===== config.mk =====
export PLATFORM = sky130hd
export DESIGN_NAME = block_hash_compression
export DESIGN_NICKNAME = d
export VERILOG_FILES = /design/src/design/bhc_pkg.sv /design/src/design/bhc_ram.sv /design/src/design/bhc_step.sv /design/src/design/block_hash_compression.sv
export VERILOG_INCLUDE_DIRS = /design/src /design/src/design
export SDC_FILE = /design/constraint.sdc
export NUM_CORES = 2
export LEC_CHECK = 0
export BUFFER_PORTS_ARGS = -buffer_cell sky130_fd_sc_hd__clkbuf_2
export CAP_MARGIN = 20
export CORE_AREA = 2 2 475 477
export CTS_CLUSTER_DIAMETER = 120
export DETAILED_ROUTE_END_ITERATION = 10
export DIE_AREA = 0 0 477 479
export PLACE_DENSITY = 0.71
export SLEW_MARGIN = 20
export SYNTH_ARGS = -nofsm -noshare
export SYNTH_HDL_FRONTEND = slang
export SYNTH_HIERARCHICAL = 1
export SYNTH_SLANG_ARGS = --single-unit

===== constraint.sdc =====
create_clock -name clk -period 18.95 [get_ports clk]
set_input_delay 1.895 -clock clk [delete_from_list [all_inputs] [get_ports clk]]
set_output_delay 1.895 -clock clk [all_outputs]
set_load 0.1 [all_outputs]

===== src/design/block_hash_compression_macros.svh =====
// Assertion macros shared by the block hash compression design.
`ifndef BLOCK_HASH_COMPRESSION_MACROS_SVH
`define BLOCK_HASH_COMPRESSION_MACROS_SVH

`ifndef NO_ASSERTIONS
`define BHC_ASSERT(label, prop) \
    label: assert property (@(posedge clk) disable iff (!rst_n) prop) \
        else $error("block_hash_compression: property violated");
`define BHC_ASSERT_NEVER(label, cond) \
    label: assert property (@(posedge clk) disable iff (!rst_n) !(cond)) \
        else $error("block_hash_compression: forbidden condition seen");
`else
`define BHC_ASSERT(label, prop)
`define BHC_ASSERT_NEVER(label, cond)
`endif

`endif


===== src/design/bhc_pkg.sv =====
// Types, constants and the round constant table of the block hash compression.
package bhc_pkg;

    localparam int WORD_W      = 64;
    localparam int MSG_DEPTH   = 16;
    localparam int MSG_AW      = 4;
    localparam int CHAIN_DEPTH = 8;
    localparam int CHAIN_AW    = 3;
    localparam int ROUND_COUNT = 16;
    localparam int ROUND_W     = 4;

    typedef logic [WORD_W-1:0] word_t;
    typedef logic [CHAIN_DEPTH-1:0][WORD_W-1:0] work_t;

    localparam word_t IV_RESET = 64'h0000_0000_6a09_e667;

    localparam word_t ROUND_CONST [16] = '{
        64'h0000_0000_428a_2f98, 64'h0000_0000_7137_4491,
        64'h0000_0000_b5c0_fbcf, 64'h0000_0000_e9b5_dba5,
        64'h0000_0000_3956_c25b, 64'h0000_0000_59f1_11f1,
        64'h0000_0000_923f_82a4, 64'h0000_0000_ab1c_5ed5,
        64'h0000_0000_d807_aa98, 64'h0000_0000_1283_5b01,
        64'h0000_0000_2431_85be, 64'h0000_0000_550c_7dc3,
        64'h0000_0000_72be_5d74, 64'h0000_0000_80de_b1fe,
        64'h0000_0000_9bdc_06a7, 64'h0000_0000_c19b_f174
    };

    typedef enum logic [1:0] {
        STEP_FIRST,
        STEP_SECOND,
        STEP_THIRD,
        STEP_LAST
    } step_t;

    typedef struct packed {
        step_t step;
        word_t round_const;
    } step_ctl_t;

endpackage


===== src/design/bhc_ram.sv =====
// Generic single-write, single-read RAM with a registered read port.
module bhc_ram #(
    parameter int Width = 64,
    parameter int Depth = 16
) (
    input  logic                     clk,
    input  logic                     we,
    input  logic [$clog2(Depth)-1:0] waddr,
    input  logic [Width-1:0]         wdata,
    input  logic                     re,
    input  logic [$clog2(Depth)-1:0] raddr,
    output logic [Width-1:0]         rdata
);

    logic [Width-1:0] mem_reg [Depth];
    logic [Width-1:0] rdata_reg;

    always_ff @(posedge clk)
    begin
        if (we)
        begin
            mem_reg[waddr] <= wdata;
        end
        if (re)
        begin
            rdata_reg <= mem_reg[raddr];
        end
    end

    assign rdata = rdata_reg;

endmodule


===== src/design/bhc_step.sv =====
// One add-and-rotate step of a compression round.
module bhc_step (
    input  bhc_pkg::work_t     work,
    input  bhc_pkg::word_t     t_prev,
    input  bhc_pkg::word_t     msg,
    input  bhc_pkg::step_ctl_t ctl,
    output bhc_pkg::word_t     t_out
);

    import bhc_pkg::*;

    word_t prev;
    word_t ch_a;
    word_t ch_b;
    word_t ch_c;
    word_t base;
    word_t k_add;
    word_t sum;
    word_t rot;

    always_comb
    begin
        prev  = t_prev;
        k_add = '0;
        case (ctl.step)
            STEP_FIRST:
            begin
                prev  = work[0];
                ch_a  = work[4];
                ch_b  = work[1];
                ch_c  = work[2];
                base  = work[7];
                k_add = ctl.round_const;
            end
            STEP_SECOND:
            begin
                ch_a = work[5];
                ch_b = work[0];
                ch_c = work[1];
                base = work[3];
            end
            STEP_THIRD:
            begin
                ch_a = work[6];
                ch_b = work[3];
                ch_c = work[0];
                base = work[2];
            end
            default:
            begin
                ch_a = work[7];
                ch_b = work[2];
                ch_c = work[3];
                base = work[1];
            end
        endcase

        sum = prev + (ch_a ^ (ch_b & (ch_c ^ ch_a))) + msg + k_add;

        case (ctl.step)
            STEP_FIRST:  rot = {sum[0],    sum[63:1]};
            STEP_SECOND: rot = {sum[7:0],  sum[63:8]};
            STEP_THIRD:  rot = {sum[14:0], sum[63:15]};
            default:     rot = {sum[21:0], sum[63:22]};
        endcase

        t_out = base + rot;
    end

endmodule


===== src/design/block_hash_compression.sv =====
// Top level of the block hash compression: sequencer, working words and memories.
//
// Channel   Direction  Handshake             Payload
// in        input      in_valid / in_ready   message_word, restart_chain
// out       output     out_valid / out_ready hash_word, word_index, last_word
// cfg       input      cfg_we                cfg_wdata
//
// A block takes sixteen input transactions, then loads the working words from the
// chaining memory, then runs sixteen rounds, one step per cycle, paced by the single
// read port of the message memory. Each of the eight results then takes a chaining
// memory read, then an add and write back, which waits while the previous result is
// held with out_ready low; input is taken only between blocks' results.
// After reset the chaining words read as the initial value followed by zeros at once.
`include "block_hash_compression_macros.svh"

module block_hash_compression (
    input  logic           clk,
    input  logic           rst_n,
    input  logic           in_valid,
    output logic           in_ready,
    input  bhc_pkg::word_t message_word,
    input  logic           restart_chain,
    output logic           out_valid,
    input  logic           out_ready,
    output bhc_pkg::word_t hash_word,
    output logic [2:0]     word_index,
    output logic           last_word,
    input  logic           cfg_we,
    input  bhc_pkg::word_t cfg_wdata
);

    import bhc_pkg::*;

    typedef enum logic [2:0] {
        ST_LOAD,
        ST_INIT,
        ST_ROUND,
        ST_FIN_RD,
        ST_FIN_ADD
    } state_t;

    localparam logic [MSG_AW-1:0]   LAST_WORD_CNT = MSG_AW'(MSG_DEPTH - 1);
    localparam logic [CHAIN_AW-1:0] LAST_CHAIN    = CHAIN_AW'(CHAIN_DEPTH - 1);
    localparam logic [ROUND_W-1:0]  LAST_ROUND    = ROUND_W'(ROUND_COUNT - 1);
    localparam logic [3:0]          INIT_DONE     = 4'(CHAIN_DEPTH);

    state_t              state_reg;
    logic [MSG_AW-1:0]   word_cnt_reg;
    logic [3:0]          seq_cnt_reg;
    logic [ROUND_W-1:0]  round_cnt_reg;
    logic [1:0]          step_cnt_reg;
    logic                fresh_reg;
    word_t               fresh_val_reg;
    word_t               iv_reg;
    work_t               work_reg;
    word_t               t_reg;
    word_t               t1_reg;
    logic                out_valid_reg;
    word_t               out_word_reg;
    logic [CHAIN_AW-1:0] out_idx_reg;
    logic [CHAIN_AW-1:0] chain_rd_idx_reg;

    logic                in_fire;
    logic                out_free;
    logic                msg_re;
    logic [MSG_AW-1:0]   msg_raddr;
    word_t               msg_rdata;
    logic                chain_re;
    logic                chain_we;
    logic [CHAIN_AW-1:0] chain_raddr;
    word_t               chain_rdata;
    word_t               chain_val;
    word_t               fin_sum;
    logic [3:0]          seq_m1;
    step_ctl_t           step_ctl;
    word_t               step_t_out;

    assign in_ready = (state_reg == ST_LOAD);
    assign in_fire  = in_valid && in_ready;
    assign out_free = !out_valid_reg || out_ready;
    assign seq_m1   = seq_cnt_reg - 4'd1;

    always_comb
    begin
        msg_re    = 1'b0;
        msg_raddr = '0;
        if (state_reg == ST_INIT && seq_cnt_reg == INIT_DONE)
        begin
            msg_re = 1'b1;
        end
        else if (state_reg == ST_ROUND)
        begin
            msg_re = 1'b1;
            if (step_cnt_reg == 2'(STEP_LAST))
            begin
                msg_raddr = {~round_cnt_reg[0], 3'b000};
            end
            else
            begin
                msg_raddr = {round_cnt_reg[0], 1'b0, step_cnt_reg + 2'd1};
            end
        end
    end

    assign chain_raddr = seq_cnt_reg[CHAIN_AW-1:0];
    assign chain_re    = (state_reg == ST_FIN_RD)
                         || (state_reg == ST_INIT && seq_cnt_reg < INIT_DONE);
    assign chain_we    = (state_reg == ST_FIN_ADD) && out_free;

    always_comb
    begin
        if (fresh_reg)
        begin
            chain_val = (chain_rd_idx_reg == '0) ? fresh_val_reg : '0;
        end
        else
        begin
            chain_val = chain_rdata;
        end
    end

    assign fin_sum = chain_val + work_reg[seq_cnt_reg[CHAIN_AW-1:0]];

    assign step_ctl.step        = step_t'(step_cnt_reg);
    assign step_ctl.round_const = ROUND_CONST[round_cnt_reg];

    bhc_ram #(
        .Width (WORD_W),
        .Depth (MSG_DEPTH)
    ) u_msg_ram (
        .clk   (clk),
        .we    (in_fire),
        .waddr (word_cnt_reg),
        .wdata (message_word),
        .re    (msg_re),
        .raddr (msg_raddr),
        .rdata (msg_rdata)
    );

    bhc_ram #(
        .Width (WORD_W),
        .Depth (CHAIN_DEPTH)
    ) u_chain_ram (
        .clk   (clk),
        .we    (chain_we),
        .waddr (seq_cnt_reg[CHAIN_AW-1:0]),
        .wdata (fin_sum),
        .re    (chain_re),
        .raddr (chain_raddr),
        .rdata (chain_rdata)
    );

    bhc_step u_step (
        .work   (work_reg),
        .t_prev (t_reg),
        .msg    (msg_rdata),
        .ctl    (step_ctl),
        .t_out  (step_t_out)
    );

    always_ff @(posedge clk or negedge rst_n)
    begin
        if (!rst_n)
        begin
            state_reg     <= ST_LOAD;
            word_cnt_reg  <= '0;
            seq_cnt_reg   <= '0;
            round_cnt_reg <= '0;
            step_cnt_reg  <= '0;
            fresh_reg     <= 1'b1;
            fresh_val_reg <= IV_RESET;
            iv_reg        <= IV_RESET;
            out_valid_reg <= 1'b0;
        end
        else
        begin
            if (cfg_we)
            begin
                iv_reg <= cfg_wdata;
            end
            if (chain_we)
            begin
                out_valid_reg <= 1'b1;
            end
            else if (out_ready)
            begin
                out_valid_reg <= 1'b0;
            end
            if (chain_re)
            begin
                chain_rd_idx_reg <= chain_raddr;
            end

            case (state_reg)
                ST_LOAD:
                begin
                    if (in_fire)
                    begin
                        word_cnt_reg <= word_cnt_reg + MSG_AW'(1);
                        if (word_cnt_reg == '0 && restart_chain)
                        begin
                            fresh_reg     <= 1'b1;
                            fresh_val_reg <= iv_reg;
                        end
                        if (word_cnt_reg == LAST_WORD_CNT)
                        begin
                            state_reg   <= ST_INIT;
                            seq_cnt_reg <= '0;
                        end
                    end
                end
                ST_INIT:
                begin
                    if (seq_cnt_reg != '0)
                    begin
                        work_reg[seq_m1[CHAIN_AW-1:0]] <= chain_val;
                    end
                    if (seq_cnt_reg == INIT_DONE)
                    begin
                        state_reg     <= ST_ROUND;
                        round_cnt_reg <= '0;
                        step_cnt_reg  <= '0;
                    end
                    else
                    begin
                        seq_cnt_reg <= seq_cnt_reg + 4'd1;
                    end
                end
                ST_ROUND:
                begin
                    t_reg <= step_t_out;
                    if (step_cnt_reg == 2'(STEP_FIRST))
                    begin
                        t1_reg <= step_t_out;
                    end
                    if (step_cnt_reg == 2'(STEP_LAST))
                    begin
                        work_reg[0] <= step_t_out;
                        work_reg[1] <= work_reg[2];
                        work_reg[2] <= work_reg[3];
                        work_reg[3] <= work_reg[4];
                        work_reg[4] <= work_reg[5];
                        work_reg[5] <= work_reg[6];
                        work_reg[6] <= work_reg[7];
                        work_reg[7] <= t1_reg;
                        step_cnt_reg <= '0;
                        if (round_cnt_reg == LAST_ROUND)
                        begin
                            state_reg   <= ST_FIN_RD;
                            seq_cnt_reg <= '0;
                        end
                        else
                        begin
                            round_cnt_reg <= round_cnt_reg + ROUND_W'(1);
                        end
                    end
                    else
                    begin
                        step_cnt_reg <= step_cnt_reg + 2'd1;
                    end
                end
                ST_FIN_RD:
                begin
                    state_reg <= ST_FIN_ADD;
                end
                ST_FIN_ADD:
                begin
                    if (out_free)
                    begin
                        out_word_reg  <= fin_sum;
                        out_idx_reg   <= seq_cnt_reg[CHAIN_AW-1:0];
                        if (seq_cnt_reg[CHAIN_AW-1:0] == LAST_CHAIN)
                        begin
                            state_reg   <= ST_LOAD;
                            fresh_reg   <= 1'b0;
                            seq_cnt_reg <= '0;
                        end
                        else
                        begin
                            state_reg   <= ST_FIN_RD;
                            seq_cnt_reg <= seq_cnt_reg + 4'd1;
                        end
                    end
                end
                default:
                begin
                    state_reg <= ST_LOAD;
                end
            endcase
        end
    end

    assign out_valid  = out_valid_reg;
    assign hash_word  = out_word_reg;
    assign word_index = out_idx_reg;
    assign last_word  = (out_idx_reg == LAST_CHAIN);

    `BHC_ASSERT(a_word_cnt_idle, (state_reg != ST_LOAD) |-> (word_cnt_reg == '0))
    `BHC_ASSERT(a_block_start, (in_fire && word_cnt_reg == LAST_WORD_CNT) |=> (state_reg == ST_INIT))
    `BHC_ASSERT(a_result_written, $rose(out_valid_reg) |-> $past(chain_we))
    `BHC_ASSERT_NEVER(a_no_overlap, in_fire && chain_we)

endmodule

Word-level counts from Yosys, hierarchy flattened
Memory sizes are Yosys's and may differ from the RTL's. A register that Yosys moved wholly into a read port is not among the register bits.
Index checks and enable logic that the tools add are counted.
Storage, ports and cells
  flip-flop bits (word level): 857
  bits in latches: 0
  bits in writable memories: 1536
  bits in read-only memories: 1024
  input bits: 134
  output and inout bits: 70
  memories: 3
Operators by class
  add/subtract/negate cells: 10
  multipliers: 0
  div/mod/pow operators: 0
  $lt $le $gt $ge: 5
  equal/unequal tests: 23
  shift-type cells: 0
  mux-type cells: 58
  bitwise operators: 5
  reduce and logical (&&, ||, !) cells: 30
Memory list
  (no name shown): words 16, bits a word 64, rd ports 1, clocked after Yosys merged registers in 0, wr ports 0, RTL line block_hash_compression.sv:125  | assign step_ctl.round_const = ROUND_CONST[round_cnt_reg];
  u_msg_ram.mem_reg: words 16, bits a word 64, rd ports 1, clocked after Yosys merged registers in 1, wr ports 1, RTL line bhc_ram.sv:15  | logic [Width-1:0] mem_reg [Depth];
  u_chain_ram.mem_reg: words 8, bits a word 64, rd ports 1, clocked after Yosys merged registers in 1, wr ports 1, RTL line bhc_ram.sv:15
Operator list (count)
  512-bit two-way mux: 2
  512-bit one-hot mux with 2 select lines: 1
  64-bit one-hot mux with 3 select lines: 5
  512-bit bitwise mux: 1
  64-bit two-way mux: 8
  64-bit adder: 5
  64-bit binary-select mux with 3-bit select: 1
  64-bit demux with 3-bit select: 1
  64-bit XOR: 2
  64-bit bitwise AND: 1
  4-bit two-way mux: 13
  3-bit two-way mux: 6
  2-bit by 1-bit != test with 1-bit output, second input constant: 8
  4-bit one-hot mux with 4 select lines: 1
  3-bit one-hot mux with 5 select lines: 1
  4-bit by 1-bit adder with 4-bit output, second input constant: 3
  4-bit == test, second input constant: 3
  1-bit two-way mux: 12
  3-bit == test, second input constant: 3
  3-bit AND reduction: 3
  3-bit by 4-bit less-than comparator with 1-bit output, second input constant: 2
  4-bit one-hot mux with 2 select lines: 1
  2-bit AND reduction: 4
  4-bit AND reduction: 2
  other kinds (26): 42

Longest topological paths before layout
  depth after elaboration: 12
  mapped depth: 38

Cells and area by module
The synthesis kept the hierarchy.
Modules (own cells, without submodules)
  block_hash_compression: instances 1, cells each 3374, area each 41604.9 um^2, seq. area each 25040.3 um^2
  bhc_ram (u_msg_ram): instances 1, cells each 1647, area each 40222.3 um^2, seq. area each 32671.3 um^2
  bhc_ram (u_chain_ram): instances 1, cells each 816, area each 21187.8 um^2, seq. area each 17296.6 um^2
  bhc_step: instances 1, cells each 2401, area each 19219.7 um^2, seq. area each 0.0 um^2

Least setup slack after synthesis
No wires, ideal clock.
  path type: flip-flop to flip-flop
  from: register step_cnt_reg[1]
  to: register work_reg[57] (netlist bit), data pin
  library setup time: 0.276 ns
  arrival: 7.761 ns
  required time: 18.674 ns
  slack: 10.913 ns
  cell stages (with the launch flop): 39
  path buffers: 4
  clock period less this slack: 8.037 ns
  cells stage by stage: dfrtp_1 -> clkbuf_1 -> clkbuf_1 -> nand2_1 -> clkbuf_1 -> nor2_1 -> a21oi_1 -> o22a_1 -> fa_1 -> inv_1 -> fa_1 -> inv_1 -> ha_1 -> inv_1 -> fa_1 -> nor2b_4 -> o2111ai_2 -> a31oi_1 -> (+3 left out) -> nand2_2 -> a21oi_1 -> xnor2_1 -> mux4_1 -> ha_1 -> clkbuf_1 -> a21oi_1 -> o21bai_1 -> a21o_1 -> a221oi_1 -> a21oi_1 -> a211oi_1 -> o21ai_1 -> a221o_1 -> nor4b_1 -> nor3_1 -> nand2_1 -> o21ai_0
Between the ends
  cells in the longest elaborated chain, start to end: 12
  elaborated cells on any way between the ends: 19
  those cells by class: add/sub: 4; eq/ne: 2; mux: 9; bitwise: 3; reduce/logical: 1
RTL lines
  start: declaration: RTL line block_hash_compression.sv:51  | logic [1:0] step_cnt_reg;
  start signal: assignment: RTL line block_hash_compression.sv:259  | step_cnt_reg <= step_cnt_reg + 2'd1;
  2-bit == test (tied with other cells): RTL line bhc_step.sv:25, bhc_step.sv:60
  64-bit one-hot mux with 3 select lines: RTL line bhc_step.sv:25  | case (ctl.step)
  64-bit XOR: RTL line bhc_step.sv:58  | sum = prev + (ch_a ^ (ch_b & (ch_c ^ ch_a))) + msg + k_add;
  64-bit bitwise AND: RTL line bhc_step.sv:58
  64-bit XOR: RTL line bhc_step.sv:58
  64-bit adder (3 in a row): RTL line bhc_step.sv:58
  64-bit one-hot mux with 3 select lines: RTL line bhc_step.sv:60  | case (ctl.step)
  64-bit adder (*): RTL line bhc_step.sv:67  | t_out = base + rot;
  via step_t_out[57]: RTL line block_hash_compression.sv:76  | word_t step_t_out;
  512-bit two-way mux (*): RTL line block_hash_compression.sv:236  | if (step_cnt_reg == 2'(STEP_LAST))
  512-bit one-hot mux with 2 select lines (*): RTL line block_hash_compression.sv:194  | case (state_reg)
  end signal: indexed assignment: RTL line block_hash_compression.sv:216  | work_reg[seq_m1[CHAIN_AW-1:0]] <= chain_val;
  end: declaration: RTL line block_hash_compression.sv:55  | work_t work_reg;
Mark *: on every way through the listed nets, which the timed path passes. The rest lies on a longest branch. The select of a mux whose other input is x is not followed.
A chain may end at the register's enable or synchronous reset.

Final worst setup path
  from: register step_cnt_reg[0]
  to: register work_reg[30] (netlist bit), data pin
Same word-level chain as after synthesis.

==> results list <==
* Outcome: finished, violations left
- The final reports fail on max-slew violations.
* Area delta synth->final: 10.9%
* Arr. time, crit path: 11,390 ps
- Starting density of the core: 54.7%
* Buffer count from post-CTS setup fixing: 0
* CTS tree: yes
- The critical path contains buffers and inverters numbering 6 combined.
* Die ar.: 228,000 um^2
* DP Wirelength: 225 mm
* CTS Buf Count: 280
- sky130_fd_sc_hd__edfxtp_1 is the most common cell in the netlist.
- From left edge to right edge, the die measures 477 um.
- Clock latency at the later pin of the worst-skew pair: 920 ps
- The final critical path takes up 56.3% of the cycle.
- The mapped netlist covers 122,000 um^2.
* TritonRoute pass-1 iters: 8
- Fraction of the yosys area taken by sequential cells: 61.4%
- Final hold vios: 0
- Top cells by count, synth: 2,374 x sky130_fd_sc_hd__edfxtp_1, 851 x sky130_fd_sc_hd__nand2_1, 647 x sky130_fd_sc_hd__o21ai_0
- Max Cap Violations: 0
* Via count of the first global-routing pass: 76.1k
- Cell taking the most area after synthesis: sky130_fd_sc_hd__edfxtp_1
- Largest net degree at the start of global routing: 105
* Avg Synthesized Cell Area: 14.8 um^2
* Largest driver fanout on the critical path: 59
- Nature of the critical path startpoint: flip-flop
- Clk_skew: 78.5 ps
- Kind of cell adding the most delay to the critical path: compound AO/OA/AOI/OAI gates
- Share of async-settable or async-resettable flops after synthesis: 5.83%
- Gates resized during post-CTS repair numbered 0.
- Cells fill 60.6% of the core in the end.
* Routed wirelength normalized by instance count: 30.5 um
- Setup violations remaining at the end of the flow were counted as 0.
* Number of register bits inferred by synthesis: 2,521
- At the end of the flow, the number of nets in the layout was 8,898.
* Clock buffer depth: 4
- For this run, the number of standard cells in the final layout without fillers is 11.6k.
- Post-synthesis instance total: 8,238
- Initial antenna violation count: 16
* EDFF count, synth: 2,374
* Antenna Nets Post-Route: 0
* Number of rows created at floorplan: 174
- Clock-pin slew was measured on the worst setup and hold paths at 70 ps.
- At the pin with the least slew margin, the transition time is 7730 ps.
- Warning count from the yosys run: 6
- Aggregate global routing overflow: 0
- Final slew viol count: 130
* Final period demand of the worst path: 10,670 ps
- Predominant post-synthesis flop cell: sky130_fd_sc_hd__edfxtp_1
- Counting every sink on the clock net gives 2,521.
- The routed layout has 77.1k vias.
- Measured along the y axis, the die boundary spans 479 um.
- Worst-case headroom to the max-slew limit: -415%
- After detailed routing, the total wire length is 355 mm.
* Data required time at the worst endpoint: 19,670 ps
- Fraction of layout cells with a size suffix above 1: 21.1%
- Classification of the worst setup path: reg2reg
* Largest stage delay, worst path: 860 ps
- Port Buf Inserts: 203
- The first global-routing pass estimated 517 mm of wire.
* Main area contributors after synthesis: sky130_fd_sc_hd__edfxtp_1 58%, sky130_fd_sc_hd__mux4_2 11%, sky130_fd_sc_hd__mux2_2 2.8%
* H-tree level count: 5
* DRC errors left: 0
- For this block, the initial DRC count from the detailed router was 10.3k.
- The worst setup path is captured at a flip-flop.
* Dominant cell type by count on the critical path: sky130_fd_sc_hd__inv_1
- GR Util All Layers: 30.7%
- In this run, post-CTS hold repair placed 0 buffers.
- The worst hold path belongs to the class reg2reg.
- Setup TNS after final layout: 0 ps
* Yosys top cell area share: 58.3%
- During I/O placement, the number of pins put on the boundary was 204.
- The congestion estimate from routability-driven global placement came to 1.01.
* Hold Slack: 467 ps
* Via count normalized by instance count: 6.63
* CP max stage cell: sky130_fd_sc_hd__buf_4
* Count of distinct cell types in the synthesized netlist: 121
- Clock tree synthesis selected as its root buffer the cell sky130_fd_sc_hd__clkbuf_16.
* Placeable core area: 224,000 um^2
- The register with the most flip-flops in the layout has 1,024 of them.
* Fmax: 0.0937 GHz
- Unrepaired setup endpoints after global routing: false
- Counting tap cells, the placed design contains a total of 11.1k instances.
==> area by class of cell <==
| class | count | area, um^2 |
|---|---|---|
| Clock buffer | 346 | 7500 |
| Sequential cell | 2521 | 75000 |
| Antenna cell | 9 | 22.5 |
| Fill cell | 16400 | 88000 |
| Tap cell | 2992 | 3740 |
| Clock inverter | 134 | 1420 |
| Inverter | 411 | 1550 |
| Multi-Input combinational cell | 4873 | 44000 |
| Timing Repair Buffer | 349 | 2270 |
==> layer usage <==
metal,routed length [um],share of wire (%),track usage [%],up-vias
li1,-,-,-,32200
met1,138000,39,42.6,39700
met2,165000,46,47.5,4320
met3,33800,9.5,5.76,804
met4,18400,5.2,14.2,14
met5,95,0.027,0,-
==> worst reg2reg max path, delay by kind of cell (launching register included) <==
family | cells | cell delay [ps]
adders and majority gates | 5 | 2040
buffers and inverters | 6 | 1660
muxes | 3 | 1130
and+or+nand+nor | 4 | 1080
AOI/OAI and AO/OA | 11 | 2630
DFF | 1 | 770
xor gates and xnor gates | 2 | 1200
==> metrics by stage <==
step / worst slack, ps / cell area (um^2)
floorplan: 10910 / 122000
global placement: 8840 / 126000
detailed placement: 8770 / 127000
CTS: 8740 / 135000
global route: 7990 / 136000
finish: 8280 / 136000
==> worst paths after layout <==
kind                                             start                            end  slack (ps)  depth (start not counted)
max reg2reg                step_cnt_reg[0]$_DFFE_PN0P_         work_reg[30]$_DFFE_PP_        8280                         31
min reg2reg                     iv_reg[24]$_DFFE_PN0P_  fresh_val_reg[24]$_DFFE_PN0P_         470                          1
min                             iv_reg[24]$_DFFE_PN0P_  fresh_val_reg[24]$_DFFE_PN0P_         470                          1
max                        step_cnt_reg[0]$_DFFE_PN0P_         work_reg[30]$_DFFE_PP_        8280                         31
max in group asynchronous                        rst_n  fresh_val_reg[27]$_DFFE_PN1P_       16520                          3
min in group asynchronous                        rst_n         iv_reg[59]$_DFFE_PN0P_         970                          1
==> cells in the final DEF, fill, tap and decap left out, types with 52 or more instances in the layout <==
| master | synthesis | final |
|---|---|---|
| sky130_fd_sc_hd__fa_1 | 128 | 128 |
| sky130_fd_sc_hd__nand4_1 | 53 | 53 |
| sky130_fd_sc_hd__nand2_1 | 851 | 845 |
| sky130_fd_sc_hd__clkbuf_1 | 322 | 52 |
| sky130_fd_sc_hd__inv_1 | 407 | 405 |
| sky130_fd_sc_hd__nor3_1 | 82 | 74 |
| sky130_fd_sc_hd__buf_4 | 13 | 135 |
| sky130_fd_sc_hd__nor2_1 | 234 | 207 |
| sky130_fd_sc_hd__a21o_1 | 96 | 96 |
| sky130_fd_sc_hd__mux2i_1 | 295 | 295 |
| sky130_fd_sc_hd__nand3_1 | 61 | 59 |
| sky130_fd_sc_hd__mux4_2 | 596 | 596 |
| sky130_fd_sc_hd__xor2_1 | 68 | 68 |
| sky130_fd_sc_hd__xnor2_1 | 134 | 133 |
| sky130_fd_sc_hd__a22oi_1 | 198 | 198 |
| sky130_fd_sc_hd__a21oi_1 | 298 | 296 |
| sky130_fd_sc_hd__edfxtp_1 | 2374 | 2374 |
| sky130_fd_sc_hd__mux2_2 | 303 | 303 |
| sky130_fd_sc_hd__a211oi_1 | 55 | 55 |
| sky130_fd_sc_hd__clkbuf_16 | 0 | 289 |
| sky130_fd_sc_hd__ha_1 | 200 | 200 |
| sky130_fd_sc_hd__clkbuf_2 | 1 | 201 |
| sky130_fd_sc_hd__dfrtp_1 | 114 | 109 |
| sky130_fd_sc_hd__o21ai_0 | 647 | 647 |
==> cell families (layout without fill, tap and decap cells) <==
family | after synthesis | count (layout) | synth area share [%]
xor gates and xnor gates | 203 | 203 | 1.46
other | 1 | 45 | 0.00307
buffers and inverters | 879 | 1240 | 3.00
and+or+nand+nor | 1467 | 1467 | 5.27
adders and majority gates | 337 | 337 | 4.22
DFF | 2521 | 2521 | 61.4
AOI/OAI and AO/OA | 1630 | 1630 | 8.39
muxes | 1200 | 1200 | 16.3
Power is left out: the tool's default activity adds up to more than one toggle a clock period on the data nets, which glitch-free logic cannot reach.
